**config.mk**
```make
export PLATFORM = sky130hd
export DESIGN_NAME = pssb_front_flat
export DESIGN_NICKNAME = d
export VERILOG_FILES = /design/src/design/pssb_pkg.sv /design/src/design/pssb_ifs.sv /design/src/design/pssb_front.sv /design/src/flat_wrapper.sv
export SDC_FILE = /design/constraint.sdc
export NUM_CORES = 1
export LEC_CHECK = 0
export ABC_AREA = 1
export BUFFER_PORTS_ARGS = -buffer_cell sky130_fd_sc_hd__buf_2
export CORE_MARGIN = 5
export CORE_UTILIZATION = 26
export CTS_BUF_LIST = sky130_fd_sc_hd__clkbuf_8
export CTS_CLUSTER_DIAMETER = 60
export CTS_CLUSTER_SIZE = 14
export DETAILED_ROUTE_END_ITERATION = 16
export GPL_TIMING_DRIVEN = 0
export PLACE_DENSITY = 0.83
export SETUP_SLACK_MARGIN = 0.02
export SLEW_MARGIN = 20
export SYNTH_ARGS = -nofsm -noshare
export SYNTH_HDL_FRONTEND = slang
export SYNTH_SLANG_ARGS = --single-unit
```
**constraint.sdc**
```tcl
create_clock -name clk -period 1.53 [get_ports clk]
set_input_delay 0.2295 -clock clk [delete_from_list [all_inputs] [get_ports clk]]
set_output_delay 0.2295 -clock clk [all_outputs]
set_load 0.05 [all_outputs]
```
**src/design/pssb_pkg.sv**
```systemverilog
// Types, constants and helper functions of the palette store block.
package pssb_pkg;

	localparam int IDX_W     = 8;
	localparam int LEVEL_W   = 16;
	localparam int CH_W      = 6;
	localparam int ENTRY_W   = 3 * CH_W;
	localparam int CH_SHIFT  = 10;
	localparam int CFG_IDX_W = 8;
	localparam int CFG_DAT_W = 8;
	localparam int QUEUE_DEPTH = 2;

	localparam logic [CH_W-1:0] CH_FULL    = 6'd63;
	localparam logic [CH_W-1:0] CH_LCD_MAX = 6'd62;

	localparam logic [CFG_IDX_W-1:0] REG_LCD_AVOID_WHITE   = 8'd0;
	localparam logic [CFG_IDX_W-1:0] REG_PORT_WRITE_ENABLE = 8'd1;

	typedef struct packed {
		logic [IDX_W-1:0] idx;
		logic [CH_W-1:0]  red;
		logic [CH_W-1:0]  green;
		logic [CH_W-1:0]  blue;
		logic             nz;
		logic             last;
		logic             pw;
	} qent_t;

	// Cut a 16-bit level to 6 bits, optionally keeping clear of full white.
	function automatic logic [CH_W-1:0] to_six(input logic [LEVEL_W-1:0] lvl, input logic lcd);
		logic [CH_W-1:0] v;
		v = lvl[LEVEL_W-1:CH_SHIFT];
		if (lcd && v == CH_FULL) begin
			v = CH_LCD_MAX;
		end
		return v;
	endfunction

	// True when every channel of e is strictly below that of b.
	function automatic logic darker(input logic [ENTRY_W-1:0] e, input logic [ENTRY_W-1:0] b);
		return (e[3*CH_W-1:2*CH_W] < b[3*CH_W-1:2*CH_W]) &&
			(e[2*CH_W-1:CH_W] < b[2*CH_W-1:CH_W]) &&
			(e[CH_W-1:0] < b[CH_W-1:0]);
	endfunction

endpackage

```
**src/design/pssb_ifs.sv**
```systemverilog
// Channel interfaces of the palette store block: items, results and configuration.
interface pssb_item_if;
	logic                          valid;
	logic                          ready;
	logic [pssb_pkg::IDX_W-1:0]    entry_index;
	logic [pssb_pkg::LEVEL_W-1:0]  red_level;
	logic [pssb_pkg::LEVEL_W-1:0]  green_level;
	logic [pssb_pkg::LEVEL_W-1:0]  blue_level;
	logic                          batch_end;

	modport source (output valid, entry_index, red_level, green_level, blue_level, batch_end,
		input ready);
	modport sink (input valid, entry_index, red_level, green_level, blue_level, batch_end,
		output ready);
endinterface


interface pssb_cfg_if;
	logic                           valid;
	logic                           ready;
	logic [pssb_pkg::CFG_IDX_W-1:0] index;
	logic [pssb_pkg::CFG_DAT_W-1:0] data;

	modport source (output valid, index, data, input ready);
	modport sink (input valid, index, data, output ready);
endinterface

```
**src/design/pssb_front.sv**
```systemverilog
// Front part: configuration registers, channel conversion and queue push.
module pssb_front (
	input  logic            clk,
	input  logic            arst_n,
	pssb_item_if.sink       items,
	pssb_cfg_if.sink        cfg,
	output logic            q_push,
	output pssb_pkg::qent_t q_data,
	input  logic            q_ready
);
	logic lcd_q;
	logic pwe_q;

	assign cfg.ready   = 1'b1;
	assign items.ready = q_ready;
	assign q_push      = items.valid && q_ready;

	always_comb begin
		q_data.idx   = items.entry_index;
		q_data.red   = pssb_pkg::to_six(items.red_level, lcd_q);
		q_data.green = pssb_pkg::to_six(items.green_level, lcd_q);
		q_data.blue  = pssb_pkg::to_six(items.blue_level, lcd_q);
		q_data.nz    = (items.red_level | items.green_level | items.blue_level) != '0;
		q_data.last  = items.batch_end;
		q_data.pw    = pwe_q;
	end

	always_ff @(posedge clk or negedge arst_n) begin
		if (!arst_n) begin
			lcd_q <= 1'b0;
			pwe_q <= 1'b1;
		end else if (cfg.valid) begin
			unique case (cfg.index)
				pssb_pkg::REG_LCD_AVOID_WHITE:   lcd_q <= cfg.data[0];
				pssb_pkg::REG_PORT_WRITE_ENABLE: pwe_q <= cfg.data[0];
				default: ;
			endcase
		end
	end
endmodule

```
**src/flat_wrapper.sv**
```systemverilog
// flat-port wrapper written by rule: the top's interface ports become plain ports
module pssb_front_flat 
  (clk, arst_n, q_push, q_data, q_ready, items_valid, items_entry_index, items_red_level, items_green_level, items_blue_level, items_batch_end, items_ready, cfg_valid, cfg_index, cfg_data, cfg_ready);
  pssb_item_if items_i ();
  pssb_cfg_if cfg_i ();
  input  logic clk;
  input  logic arst_n;
  output logic q_push;
  output pssb_pkg::qent_t q_data;
  input  logic q_ready;
  input wire logic [$bits(items_i.valid)-1:0] items_valid;
  input wire logic [$bits(items_i.entry_index)-1:0] items_entry_index;
  input wire logic [$bits(items_i.red_level)-1:0] items_red_level;
  input wire logic [$bits(items_i.green_level)-1:0] items_green_level;
  input wire logic [$bits(items_i.blue_level)-1:0] items_blue_level;
  input wire logic [$bits(items_i.batch_end)-1:0] items_batch_end;
  output wire logic [$bits(items_i.ready)-1:0] items_ready;
  input wire logic [$bits(cfg_i.valid)-1:0] cfg_valid;
  input wire logic [$bits(cfg_i.index)-1:0] cfg_index;
  input wire logic [$bits(cfg_i.data)-1:0] cfg_data;
  output wire logic [$bits(cfg_i.ready)-1:0] cfg_ready;
  assign items_i.valid = items_valid;
  assign items_i.entry_index = items_entry_index;
  assign items_i.red_level = items_red_level;
  assign items_i.green_level = items_green_level;
  assign items_i.blue_level = items_blue_level;
  assign items_i.batch_end = items_batch_end;
  assign items_ready = items_i.ready;
  assign cfg_i.valid = cfg_valid;
  assign cfg_i.index = cfg_index;
  assign cfg_i.data = cfg_data;
  assign cfg_ready = cfg_i.ready;
  pssb_front u_core (.clk(clk), .arst_n(arst_n), .items(items_i), .cfg(cfg_i), .q_push(q_push), .q_data(q_data), .q_ready(q_ready));
endmodule
```
=== Word level (Yosys, flattened, before mapping) ===
Index checks and enable logic that the tools add are counted.

* Register bits after elaboration: 2
* Bits of input ports: 78
* Output and inout port bits: 32
* Word-level logic and storage cells: 19

* Equal/unequal tests: 4
* Multiplexer cells: 3
* Bitwise logic cells: 2
* Reduce and logical (&&, ||, !) cells: 8

{| class="wikitable"
|+ Operator list
! operator !! number
|-
| 16-bit OR || 2
|-
| 6-bit equality test, second input constant || 3
|-
| 6-bit two-way mux || 3
|-
| 16-bit nonzero test || 1
|-
| 8-bit by 1-bit equality test with 1-bit output, second input constant || 1
|-
| 8-bit zero test || 1
|-
| 1-bit logical AND || 4
|-
| 2-bit AND reduction || 2
|}

=== Depth between registers and ports, before layout ===
* Depth in word-level cells: 3
* Gate-level depth with buffers: 6
* Depth with buffers taken out: 6

=== Worst setup path before layout ===
OpenSTA, ideal clock, no wires.

* Path kind: input to output
* Start: input items_red_level[3]
* End: output q_data[2] (netlist bit)
* Arrival: 0.873 ns
* Data required time: 1.300 ns
* Slack: 0.427 ns
* Cell stages on the path: 6
* Path buffers: 0
* Cell sequence: nor2_1 -> nand2_1 -> nor2_1 -> nand2_1 -> nor2_1 -> nand2_1

{| class="wikitable"
|+ RTL lines
! what !! line !! source
|-
| from (decl) || flat_wrapper.sv:13 || <nowiki>input wire logic [$bits(items_i.red_level)-1:0] items_red_level;</nowiki>
|-
| to (decl) || flat_wrapper.sv:9 || <nowiki>output pssb_pkg::qent_t q_data;</nowiki>
|}

==> results.cfg <==
[run_status]
status = finished, final reports clean

[cts]
cts_sinks = 2
htree_levels = 1
path_clk_slew_ns = 0.03
cts_root_buf = clkbuf_8
clk-insertion-delay-late_ns = 0.21
cts_tree = yes
cts_buffer_depth = 2
cts_buffers = 3
ctsResizeCount = 0

[floorplanning]
row_count = 16
fp.coreArea_um2 = 1920
dieArea_um2 = 2980
start_util_pct = 26.9
fp.dieH_um = 54.6
io_pins = 110
fp.dieW_um = 54.6

[setup_path]
rr_endpoint = u_core.pwe_q
cp_cell_sequence = nand3_1 -> o21a_1 -> buf_2
crit_path_top_delay_cell = dfrtp_1
rr_startpoint = u_core.pwe_q
required_ns = 1.30
path_class = flop to primary output
endpoint = q_data[15]
reg2reg_slack_ns = 0.86
crit_path_end_kind = primary output
slowest_delay_ns = 0.40
cp_max_fo = 4
arrival_ns = 1.09
r2r_cells = 2
start_kind = flop
critPathLaunch = u_core.lcd_q

[logic_synthesis]
yosys_warnings = 0
avgSynthCellArea_um2 = 5.02
yosysMostFrequentCell = nor2_1
async_flop_share_pct = 100
yosys-top-cells-count = nor2_1 (32), nand2_1 (20), clkbuf_1 (15), buf_4 (12), nand3_1 (8)
synth_nets = 181
synth_cell_types = 14
ys_ff_latch = 2
synth_edf_count = 0
seq_area_frac_synth_pct = 9.93
netlist.area_leader.share_pct = 23.2
synth_area_leaders = nor2_1 (23%), buf_4 (17%), nand2_1 (15%)
syn-instance-count = 103
synth_top_area_cell = nor2_1
syn_area_um2 = 517
synth_top_flop_cell = dfstp_2

[drt]
vias = 887
dr.pass1.iters = 2
via_per_inst = 3.91
first_iter_violations = 5
drc_errors = 0
antenna_left = 0
wire_per_inst_um = 8.96
totalWireLength_um = 2030

[pwr]
clockPowerShare_pct = 34.1
swShare_pct = 43.5
pwr-share-seq_pct = 9.4
power_density_nw_per_um2 = 588
p_comb_share_pct = 56.4
leakagePower_nw = 0.620
netSwitchingPower_mw = 0.273
p_int_mw = 0.354
peakVddDrop_v = 0.000293

[sta]
setup_viol = 0
hold_viol = 0
min_period_ns = 1.32
tns_ns = 0
drv_slew = 0
period_share_pct = 86.3
rsz0062_at_grt = no
clock-skew-final_ns = 0
fmax_ghz = 0.757

[final_layout]
antenna_cells = 0
syn2layout_area_growth_pct = 106
stdcell_count = 227
utilization_pct = 55.5
nets = 279
drive_gt1_share_pct = 56.0

[worst_hold_path]
min-delay-start = cfg_data[0]
worst_hold_path_type = primary input to flop

[grt]
grt_pass1_vias = 730
grt_max_degree = 5
grt_antenna_before_repair = 0
grtUsageTotal_pct = 12.5
grt_pass1_wl_um = 2750
overflow = 0

[place]
port_buffers = 92
gp_congestion = 0.734
hpwl_um = 1900
placed_cells = 222

[job]
maxCapViolations = 0
placed cells by master, fill, tap and decap left out:
cell	instances
dfrtp_1	1
conb_1	1
dfstp_2	1
nand2_2	1
nand3_1	8
nor2_4	1
nor2_1	32
buf_2	92
inv_1	5
dlygate4sd3_1	1
nand2_1	20
buf_4	12
clkbuf_8	3
clkbuf_1	15
nor2_2	2
nand4_1	2
o21a_1	3
flip-flops by register name, indices dropped and copies added, names as in the netlist:
name / cells
u_core.lcd_q: 1
u_core.pwe_q: 1
routing by layer:
| metal | global-route usage [%] | share of wire, % | up-vias |
|---|---|---|---|
| met1 | 15.3 | 37 | 348 |
| met4 | 6.22 | 0.93 | 0 |
| met5 | 0 | 0 | - |
| li1 | - | - | 488 |
| met3 | 3.54 | 12 | 2 |
| met2 | 19.9 | 50 | 49 |
layout make-up:
class                           count  area, µm²
Buffer                             27        146
Clock buffer                        3       41.3
Clock inverter                      1       3.75
Fill cell                         222        856
Inverter                            4       15.0
Multi-Input combinational cell     70        304
Sequential cell                     2       51.3
Tap cell                           27       33.8
Timing Repair Buffer               93        470
stage by stage:
| stage | power, mW | setup slack [ns] | hold WS [ns] | cell area, µm² |
|---|---|---|---|---|
| after global placement | 0.410 | 0.294 | 0.0162 | 1010 |
| after detailed placement | 0.414 | 0.288 | 0.0150 | 1010 |
| after CTS | 0.633 | 0.214 | 0.254 | 1070 |
| after global routing | 0.675 | 0.142 | 0.265 | 1070 |
| after floorplan | 0.284 | 0.427 | -0.0661 | 517 |
| final | 0.627 | 0.210 | 0.254 | 1070 |
cells by family after synthesis:
group | Yosys count | share of synthesized area [%]
AO/OA/AOI/OAI | 3 | 4.36
AND/OR/NAND/NOR | 66 | 53.8
other | 1 | 0.726
buffers and inverters | 31 | 31.2
flip-flops | 2 | 9.93
worst max-delay path, delay by kind of cell, from the launching register on:
kind	cells	cell delay [ns]
and+or+nand+nor	1	0.09
DFF	1	0.40
AOI/OAI and AO/OA	1	0.18
buffers and inverters	1	0.21
worst min path at each step:
| stage | end | slack [ns] | cells past startpoint |
|---|---|---|---|
| floorplan | u_core.lcd_q | -0.07 | 0 |
| global route | u_core.lcd_q | 0.27 | 3 |
| detailed placement | u_core.lcd_q | 0.01 | 1 |
| finish | u_core.pwe_q | 0.25 | 3 |
| global placement | u_core.lcd_q | 0.02 | 1 |
| CTS | u_core.pwe_q | 0.25 | 3 |
repair_timing:
action / in CTS / in global routing
buffers inserted: 0 / 0
endpoints found under the hold margin: 2 / 0
hold buffers: 1 / 0
power by group through the flow:
stage	logic (mW)	clock network, mW	registers, mW
floorplan	0.225	0	0.0587
global route	0.381	0.234	0.0596
finish	0.354	0.214	0.0590
CTS	0.357	0.217	0.0590
global placement	0.351	0	0.0596
detailed placement	0.354	0	0.0595
Note: power is estimated with default switching activity, not from simulation.
