===== config.mk =====
export PLATFORM = sky130hd
export DESIGN_NAME = pssb_queue
export DESIGN_NICKNAME = d
export VERILOG_FILES = /design/src/design/pssb_pkg.sv /design/src/design/pssb_queue.sv
export SDC_FILE = /design/constraint.sdc
export NUM_CORES = 1
export LEC_CHECK = 0
export BUFFER_PORTS_ARGS = -buffer_cell sky130_fd_sc_hd__buf_2
export CORE_ASPECT_RATIO = 0.75
export CORE_UTILIZATION = 40
export CTS_BUF_LIST = sky130_fd_sc_hd__clkbuf_8
export DETAILED_ROUTE_END_ITERATION = 10
export PLACE_DENSITY = 0.65
export SLEW_MARGIN = 20
export SYNTH_ARGS = -nofsm -noshare
export SYNTH_HDL_FRONTEND = slang
export SYNTH_SLANG_ARGS = --single-unit

===== constraint.sdc =====
create_clock -name clk -period 2.2 [get_ports clk]
set_input_delay 0.44 -clock clk [delete_from_list [all_inputs] [get_ports clk]]
set_output_delay 0.44 -clock clk [all_outputs]
set_load 0.02 [all_outputs]

===== src/design/pssb_pkg.sv =====
// Types, constants and helper functions of the palette store block.
package pssb_pkg;

	localparam int IDX_W     = 8;
	localparam int LEVEL_W   = 16;
	localparam int CH_W      = 6;
	localparam int ENTRY_W   = 3 * CH_W;
	localparam int CH_SHIFT  = 10;
	localparam int CFG_IDX_W = 8;
	localparam int CFG_DAT_W = 8;
	localparam int QUEUE_DEPTH = 2;

	localparam logic [CH_W-1:0] CH_FULL    = 6'd63;
	localparam logic [CH_W-1:0] CH_LCD_MAX = 6'd62;

	localparam logic [CFG_IDX_W-1:0] REG_LCD_AVOID_WHITE   = 8'd0;
	localparam logic [CFG_IDX_W-1:0] REG_PORT_WRITE_ENABLE = 8'd1;

	typedef struct packed {
		logic [IDX_W-1:0] idx;
		logic [CH_W-1:0]  red;
		logic [CH_W-1:0]  green;
		logic [CH_W-1:0]  blue;
		logic             nz;
		logic             last;
		logic             pw;
	} qent_t;

	// Cut a 16-bit level to 6 bits, optionally keeping clear of full white.
	function automatic logic [CH_W-1:0] to_six(input logic [LEVEL_W-1:0] lvl, input logic lcd);
		logic [CH_W-1:0] v;
		v = lvl[LEVEL_W-1:CH_SHIFT];
		if (lcd && v == CH_FULL) begin
			v = CH_LCD_MAX;
		end
		return v;
	endfunction

	// True when every channel of e is strictly below that of b.
	function automatic logic darker(input logic [ENTRY_W-1:0] e, input logic [ENTRY_W-1:0] b);
		return (e[3*CH_W-1:2*CH_W] < b[3*CH_W-1:2*CH_W]) &&
			(e[2*CH_W-1:CH_W] < b[2*CH_W-1:CH_W]) &&
			(e[CH_W-1:0] < b[CH_W-1:0]);
	endfunction

endpackage


===== src/design/pssb_queue.sv =====
// Short queue of classified items between the front and back parts.
module pssb_queue (
	input  logic            clk,
	input  logic            arst_n,
	input  logic            push,
	output logic            push_ready,
	input  pssb_pkg::qent_t push_data,
	output logic            pop_valid,
	input  logic            pop,
	output pssb_pkg::qent_t pop_data
);
	localparam int PW = $clog2(pssb_pkg::QUEUE_DEPTH);

	pssb_pkg::qent_t mem_q [pssb_pkg::QUEUE_DEPTH];
	logic [PW-1:0]   wptr_q;
	logic [PW-1:0]   rptr_q;
	logic [PW:0]     count_q;

	assign push_ready = count_q < (PW+1)'(pssb_pkg::QUEUE_DEPTH);
	assign pop_valid  = count_q != '0;
	assign pop_data   = mem_q[rptr_q];

	always_ff @(posedge clk) begin
		if (push) begin
			mem_q[wptr_q] <= push_data;
		end
	end

	always_ff @(posedge clk or negedge arst_n) begin
		if (!arst_n) begin
			wptr_q  <= '0;
			rptr_q  <= '0;
			count_q <= '0;
		end else begin
			if (push) begin
				wptr_q <= (wptr_q == PW'(pssb_pkg::QUEUE_DEPTH - 1)) ? '0 : wptr_q + PW'(1);
			end
			if (pop) begin
				rptr_q <= (rptr_q == PW'(pssb_pkg::QUEUE_DEPTH - 1)) ? '0 : rptr_q + PW'(1);
			end
			if (push && !pop) begin
				count_q <= count_q + (PW+1)'(1);
			end else if (pop && !push) begin
				count_q <= count_q - (PW+1)'(1);
			end
		end
	end
endmodule


; ---- After elaboration in Yosys (flattened, before gate mapping)
; Memories as Yosys holds them, arrays and structs flattened.
; Index checks and enable logic that the tools add are counted.
[classes]
addsub = 4
n_mux = 6
magnitude_cmp = 1
reduce_logical = 6
[ops]
columns = op, n
row1 = $mux 1, 4
row2 = $mux 2, 2
row3 = $reduce_bool 2->1, 2
row4 = $add 1x1->1 const B, 2
row5 = $add 2x1->2 const B, 1
row6 = $logic_and 1x1->1, 2
row7 = $logic_not 1->1, 2
row8 = $lt 2x2->1 const B, 1
row9 = $sub 2x1->2 const B, 1
[totals]
in_bits = 33
mem_bits_rw = 58
n_memories = 1
register_bits = 4
elab_cells = 21
[memory_table]
columns = name, words, word_bits, read_ports, rd_ports_with_merged_regs, write_ports, line_no
row1 = mem_q, 2, 29, 1, 0, 1, pssb_queue.sv:14  ; pssb_pkg::qent_t mem_q [pssb_pkg::QUEUE_DEPTH];

; ---- Logic depth before layout (Yosys ltp)
; Gate-level depths: netlist of run 1.
[logic_depth]
word_depth = 4
ltp_mapped = 5

; ---- Worst setup path after synthesis of run 1
; No wires, ideal clock.
[synth_path]
kind = input -> register
startpoint = input push
endpoint = memory mem_q[0][0] (netlist name), enable pin
path_buffers = 0
stages = 1
setup_slack_ns = 0.022
required_time_ns = 1.782
arrival_ns = 1.759
setup_time_ns = 0.418
cell_sequence = nor2b_1
[synth_between]
elab_chain_len = 2
[synth_lines]
columns = element, line_no
row1 = from (decl), pssb_queue.sv:5  ; input logic push,
row2 = $mux 1, pssb_queue.sv:24  ; if (push) begin
row3 = $mux 1 (not written as such), pssb_queue.sv:25  ; mem_q[wptr_q] <= push_data;
row4 = to (decl), pssb_queue.sv:14
; No other way between the ends.

==> results.md, run 1 <==
- Status: completed
- Setup violators final: 0
- Final #Nets: roughly 220
- Critical path endpoint category: primary output
- Ys Warns: 0
- Syn Nets: between 100 and 150
- Total track usage: 0.131
- Synth cell types: 12
- Worst slew pin tran: just under 0.4 ns
- Sequential-to-total area share from yosys stat: 0.768
- Drt pass-1 iters: 4
- First-pass GRT wire length: 6010 um
- Max-slew violation count: 0
- Area after DPL: approximately 2800 sq um
- CP required: between 1.5 and 2 ns
- Vias in the first global route: about 1,300
- Full die area: roughly 6300 sq um
- Cts repair resizes: 0
- Final worst-path cycle share: 0.869
- Iter 0 DRT Violations: 70
- Post-route ant nets: 0
- Cells after Synth: approximately 110
- Final HPWL DP: 2490 um
- Pwr Total: about 3.8 mW
- Die height: between 60 and 70 um
- Final hold vios: 0
- Number of H-tree levels: 3
- DR WL/cell: 13.8 um
- Io pins: 64
- Post-Synthesis Mean Instance Area: approximately 23 sq um
- Fraction of registers with async set/reset: 0.0645
- Worst hold path class: in2reg
- Clock-pin slew on the worst setup and hold paths: around 0.06 ns
- Core area: 5800 sq um
- Layout area overhead: 24.4%
- Pwr per Cell Area: approximately 1300 nW/um^2
- Peak fanout along the critical path: 16
- Clk_skew: between 0.005 and 0.006 ns
- Synth area leaders: edfxtp_1 (73%), mux2_4 (18%), dfrtp_1 (4.2%)
- Fin cells: 265
- Total clock sinks: slightly above 60
- Peak VDD IR: 0.574 mV
- Hold Crit Depth: 1
- R2R depth: 2
- Vias per inst: around 4.4
- Leak: about 1.2 nW
- Worst-Skew Late Latency: 0.33 ns
- Most instantiated cells after synthesis: edfxtp_1 (58), mux2_4 (29), dfrtp_1 (4)
- Fmax: between 0.5 and 0.6 GHz
- N_diodes: 0
- Largest net degree at the start of global routing: 30
- Yosys top cell by area: edfxtp_1
- Cell Area, Synth: approximately 2400 sq um
- CTS buffer count: 9
- Synth top area share: 0.727
- Top FF cell, synth: edfxtp_1
- CTS tree: yes
- Synth Register Bits: 62
- Max Root-Sink Buffers: 2
- Routed wire length: around 3700 um
- Row count: 24
- Tmin final: between 1.5 and 2 ns
- Initial antenna violation count: 0
- Setup TNS: 0 ns
- Setup ws final: around 0.29 ns
- Number of port buffers: 63
- Worst slack, placed: 0.629 ns
- Post-route cell area: slightly below 3000 sq um
- Startpoint types: flip-flop
- RePlAce Congestion: 0.615
- Layout cells sized above 1: 0.594
- Max-cap viol count: 0
- Gr ovfl total: 0
- Placed insts: ~250
- Fin util: 0.514
- Relative slew slack: 0.735
- Critical Path AT: between 1 and 1.5 ns
- CTS root buf: clkbuf_8
- Post-synth EDFFs: 58
- Die W: between 90 and 100 um
- Count leader, synth: edfxtp_1
- Initial core utilization: 0.414
- Crit Path Category: reg2out
- Hold slack: about 0.30 ns
- Residual DRC count: 0
- Via count: approximately 1,200
- RSZ-0062 raised after global routing: false
-- critical path, stage by stage (launching register included) --
cell and delay (ns):
dfrtp_2 0.35, buf_4 0.30, mux2_4 0.33, buf_2 0.16
-- cells by family after synthesis --
logic type / count (synthesis) / synth area share
muxes: 29 / 0.182
adders and majority gates: 1 / 0.00522
DFF: 62 / 0.768
buffers and inverters: 5 / 0.0172
xor gates and xnor gates: 5 / 0.0183
and+or+nand+nor: 4 / 0.00940
-- where the power goes --
group	leakage, nW	internal (mW)	total [mW]	switching [mW]
sequential	0.590	1.58	1.66	0.0790
clock	0.0827	0.387	0.768	0.381
combinational	0.559	0.640	1.40	0.764
-- area by class of cell --
cell class | instances | area, sq um
repair buffers | 68 | 355
clock buffers | 9 | 124
multi-input cells | 39 | 522
well taps | 78 | 97.6
inverters | 2 | 7.51
clock inverters | 7 | 32.5
flip-flops and latches | 62 | 1840
fillers | 477 | 2810
-- final timing paths --
path / from / to / slack (ns)
max in group asynchronous: arst_n / rptr_q / 1.62
setup reg to reg: wptr_q / mem_q[1][22] / 0.93
hold reg to reg: count_q[0] / count_q[0] / 0.52
hold / removal: push_data[10] / mem_q[0][10] / 0.30
setup / recovery: rptr_q / pop_data[17] / 0.29
min in group asynchronous: arst_n / count_q[0] / 0.45
-- state kept, by name, summed over array words and instances, names as in the netlist --
signal and count:
count_q 2, wptr_q 1, mem_q 58, rptr_q 1
-- what timing repair did --
action	in CTS	in global routing
hold buffers	1	0
buffers inserted	0	0
endpoints found under the hold margin	4	0
-- cells in the final DEF (no fill, tap or decap), types with 2 or more instances in the layout --
master	instances
buf_2	63
xnor2_1	2
clkbuf_8	9
edfxtp_1	58
dfrtp_1	3
clkinv_2	2
buf_4	4
clkinv_1	3
inv_1	3
mux2_4	29
xor2_1	3
-- routing by layer --
metal | wire (um) | part of all wire | GRT usage
met4 | 48 | 0.013 | 0.0423
met5 | 0 | 0 | 0
met3 | 350 | 0.096 | 0.0773
met1 | 1480 | 0.40 | 0.138
met2 | 1780 | 0.49 | 0.219
(Power assumes the default switching activity.)
==> inputs of run 2 (changes only) <==
ABC_AREA = 1   (was default)
SKIP_CTS_REPAIR_TIMING = 1   (was default)
==> results.md, run 2 <==
- Startpoint types: flip-flop
- Die height: between 60 and 70 um
- Final #Nets: 225
- Sequential-to-total area share from yosys stat: 0.763
- Critical Path AT: about 1.6 ns
- Max-cap viol count: 0
- Synth area leaders: edfxtp_1 (72%), mux2_4 (18%), dfrtp_1 (4.1%)
- Crit Path Category: reg2out
- Final HPWL DP: between 2000 and 3000 um
- Setup violators final: 0
- Synth Register Bits: a little over 60
- Iter 0 DRT Violations: between 70 and 80
- Fin util: 0.523
- Number of H-tree levels: 3
- Tmin final: between 1.5 and 2 ns
- Max Root-Sink Buffers: 2
- Total track usage: 0.137
- Most flop-heavy register: mem_q
- CTS root buf: clkbuf_8
- DR WL/cell: about 14 um
- Clock-pin slew on the worst setup and hold paths: around 0.06 ns
- Post-synth EDFFs: slightly below 60
- Worst slew pin tran: slightly above 0.4 ns
- Syn Nets: between 100 and 150
- Peak fanout along the critical path: 20
- Peak VDD IR: about 0.66 mV
- Final worst-path cycle share: 0.902
- Final hold vios: 0
- Worst hold path class: in2reg
- Setup ws final: about 0.21 ns
- RSZ-0062 raised after global routing: false
- Worst slack, placed: between 0.5 and 0.6 ns
- Most instantiated cells after synthesis: edfxtp_1 (58), mux2_4 (29), inv_1 (7)
- N_diodes: 0
- Largest net degree at the start of global routing: 30
- CP required: roughly 1.8 ns
- Top flop regs: mem_q x58, count_q x2
- Pwr per Cell Area: approximately 1300 nW/um^2
- CTS tree: yes
- Total clock sinks: 62
- Vias per inst: approximately 4.4
- Layout area overhead: 26.3%
- Layout cells sized above 1: 0.571
- Placed insts: 257
- Critical path endpoint category: primary output
- Initial antenna violation count: 0
- Fin cells: ~270
- Number of port buffers: 63
- Relative slew slack: 0.730
- Fmax: roughly 0.5 GHz
- Vias in the first global route: ~1,300
- Routed wire length: around 4000 um
- Setup TNS: 0 ns
- Post-Synthesis Mean Instance Area: about 21 sq um
- Cell Area, Synth: around 2400 sq um
- Leak: approximately 1.3 nW
- Worst-Skew Late Latency: between 0.3 and 0.4 ns
- Gr ovfl total: 0
- Top FF cell, synth: edfxtp_1
- Clk_skew: around 0.0050 ns
- Core area: about 5800 sq um
- Full die area: ~6400 sq um
- First-pass GRT wire length: around 6200 um
- Post-route cell area: 3050 sq um
- CTS buffer count: 9
- Cells after Synth: between 100 and 150
- Io pins: 64
- Drt pass-1 iters: 4
- Most frequent cells in the layout: buf_2 (63), edfxtp_1 (58), mux2_4 (29)
- Most common cell after layout, fill and taps aside: buf_2
- RePlAce Congestion: 0.668
- Max-slew violation count: 0
- Max reg flops: 58
- Residual DRC count: 0
- Internal reg-to-reg setup slack: roughly 0.95 ns
- Synth cell types: 12
- Yosys top cell by area: edfxtp_1
- Fraction of registers with async set/reset: 0.0645
- Status: completed
- Area after DPL: approximately 2800 sq um
- Via count: ~1,200
- Post-route ant nets: 0
- Die W: 91.7 um
- Count leader, synth: edfxtp_1
- Synth top area share: 0.722
- Row count: 24
- Initial core utilization: 0.414
- Ys Warns: 0
[run 2: power breakdown]
group,switching (mW),internal (mW)
combinational,0.781,0.636
sequential,0.0775,1.58
clock,0.393,0.621
[run 2: final timing paths]
path / startpoint / to / depth (start not counted)
hold reg to reg: count_q[1] / count_q[1] / 2
setup reg to reg: wptr_q / mem_q[0][8] / 2
hold / removal: push_data[10] / mem_q[0][10] / 1
setup / recovery: rptr_q / pop_data[2] / 3
max in group asynchronous: arst_n / rptr_q / 2
min in group asynchronous: arst_n / count_q[1] / 2
[run 2: routing by layer]
layer	global-route usage	up-vias	wire length [um]
met5	0	-	0
met4	0.0521	0	29
met3	0.0768	5	369
met2	0.221	52	1980
met1	0.151	578	1590
li1	-	582	-
[run 2: logic make-up (layout without fill, tap and decap cells)]
| group | Yosys count | in the layout | synth area share |
|---|---|---|---|
| xor gates and xnor gates | 3 | 3 | 0.0109 |
| adders and majority gates | 1 | 1 | 0.00518 |
| buffers and inverters | 10 | 92 | 0.0249 |
| DFF | 62 | 62 | 0.763 |
| muxes | 29 | 29 | 0.180 |
| and+or+nand+nor | 9 | 9 | 0.0155 |
[run 2: worst max-delay path, cell delays in order, from the launching register on]
cell	delay, ns
dfrtp_2	0.36
buf_4	0.35
mux2_4	0.34
buf_2	0.16
[run 2: final cells by class]
type                    count  area, sq um
fillers                   493         2780
repair buffers             69          363
well taps                  78         97.6
inverters                   7         26.3
clock inverters             7         81.3
clock buffers               9          124
multi-input cells          42          514
flip-flops and latches     62         1840
[run 2: per-stage QoR]
step	total power, mW	hold slack [ns]
after detailed placement	3.11	0.249
after floorplan	2.74	0.144
after CTS	4.14	-0.114
after global placement	3.07	0.243
final	4.08	0.297
after global routing	4.28	0.276
==> inputs of run 3 (changes only) <==
ABC_AREA = 0   (was 1)
PLACE_DENSITY = 0.62   (was 0.65)
clock period = 1.96 ns   (was 2.2 ns; I/O delays follow)
==> results.md, run 3 (same netlist as run 1, synthesis figures left out) <==
- Max-slew violation count: 0
- Post-route ant nets: 0
- Initial antenna violation count: 0
- Comb pwr share: 0.366
- Fmax: between 0.5 and 0.6 GHz
- Routed wire length: 3750 um
- Reg-to-Reg Start: wptr_q
- Crit Path Category: reg2out
- Critical Path AT: between 1 and 1.5 ns
- Critical path endpoint category: primary output
- Clock-pin slew on the worst setup and hold paths: 0.06 ns
- Number of port buffers: 63
- DR WL/cell: roughly 14 um
- Io pins: 64
- Peak fanout along the critical path: 13
- Met1 WL: 1460 um
- RePlAce Congestion: 0.655
- Worst-Skew Late Latency: around 0.33 ns
- Gr ovfl total: 0
- Via count: ~1,200
- Placed insts: 248
- Pwr per Cell Area: between 1000 and 1500 nW/um^2
- R2R depth: 2
- Clk_skew: approximately 0.0028 ns
- Most frequent cells in the layout: buf_2 (63), edfxtp_1 (58), mux2_4 (29)
- Pwr Total: between 4 and 5 mW
- Full die area: around 6300 sq um
- Drt pass-1 iters: 4
- Switching power share of the total: 0.320
- Top flop regs: mem_q x58, count_q x2
- Die height: about 70 um
- Status: completed
- Max reg flops: slightly below 60
- Setup TNS: 0 ns
- Layout area overhead: 24.2%
- Total clock sinks: 62
- Internal reg-to-reg setup slack: between 0.7 and 0.8 ns
- Relative slew slack: 0.734
- Sequential share of power: 0.430
- Worst slack, placed: between 0.4 and 0.5 ns
- Tmin final: 1.82 ns
- Fillcell total: 507
- Setup violators final: 0
- Power Internal: 2.93 mW
- DR top layer: met4
- RSZ-0062 raised after global routing: false
- CTS buffer count: 9
- Final #Nets: between 200 and 250
- Startpoint types: flip-flop
- Row count: 24
- CP required: about 1.6 ns
- Hold slack: approximately 0.25 ns
- Met3 WL post-DR: a little under 300 um
- Leak: 1.23 nW
- Largest net degree at the start of global routing: 30
- Worst r2r dst: mem_q[0][27]
- Die W: about 91 um
- Max Root-Sink Buffers: 2
- Met2 WL: between 1500 and 2000 um
- Setup ws final: roughly 0.14 ns
- Vias in the first global route: approximately 1,300
- Max-cap viol count: 0
- Layout cells sized above 1: 0.602
- Setup crit end: pop_data[28]
- Power share of the clock group: 0.204
- Vias per inst: 4.45
- Most flop-heavy register: mem_q
- Net Sw Power: 1.38 mW
- Peak VDD IR: 0.641 mV
- Final HPWL DP: 2470 um
- Most common cell after layout, fill and taps aside: buf_2
- Iter 0 DRT Violations: 62
- Worst slew pin tran: 0.400 ns
- Total track usage: 0.133
- Residual DRC count: 0
- Number of H-tree levels: 3
- CTS root buf: clkbuf_8
- Final worst-path cycle share: 0.931
- Worst hold path class: in2reg
- Crit path from: rptr_q
- CTS tree: yes
- Fin cells: between 200 and 300
- Final hold vios: 0
- Core area: slightly below 6000 sq um
- N_diodes: 0
- First-pass GRT wire length: 5960 um
- Initial core utilization: 0.414
[run 3: worst max-delay path, stage by stage (launching register included)]
cell and delay (ns):
dfrtp_2 0.36, buf_4 0.26, mux2_4 0.33, buf_2 0.16
[run 3: worst min path at each step]
stage | from | endpoint | slack [ns] | cells past startpoint
2_1_floorplan | arst_n | count_q[0] | 0.1 | 0
3_3_place_gp | arst_n | count_q[1] | 0.20 | 1
3_5_place_dp | arst_n | count_q[1] | 0.20 | 1
4_1_cts | arst_n | wptr_q | -0.16 | 1
5_1_grt | push_data[28] | mem_q[0][28] | 0.22 | 1
6_report | push_data[17] | mem_q[1][17] | 0.25 | 1
[run 3: metal layers]
layer,GRT usage,vias to the layer above
li1,-,561
met1,0.139,554
met2,0.219,53
met3,0.0673,7
met4,0.0688,0
met5,0,-
[run 3: final cells by class]
class,instances,area [sq um],share of cell area
Sequential cell,62,1840,0.619
Tap cell,78,97.6,0.0328
Clock inverter,6,30.0,0.0101
Clock buffer,9,124,0.0416
Multi-Input combinational cell,39,517,0.174
Inverter,2,7.51,0.00252
Timing Repair Buffer,68,359,0.121
[run 3: per-stage QoR]
step	cell area (sq um)	utilization
after global placement	2810	0.485
final	2980	0.514
after floorplan	2400	-
after global routing	2980	0.514
after CTS	2960	0.511
after detailed placement	2810	0.485
[run 3: power by group through the flow]
| stage | logic, mW | clock network, mW | registers [mW] |
|---|---|---|---|
| floorplan | 1.21 | 0 | 1.87 |
| global placement | 1.57 | 0 | 1.87 |
| detailed placement | 1.60 | 0 | 1.88 |
| CTS | 1.61 | 0.919 | 1.85 |
| global route | 1.68 | 0.977 | 1.88 |
| finish | 1.57 | 0.879 | 1.85 |
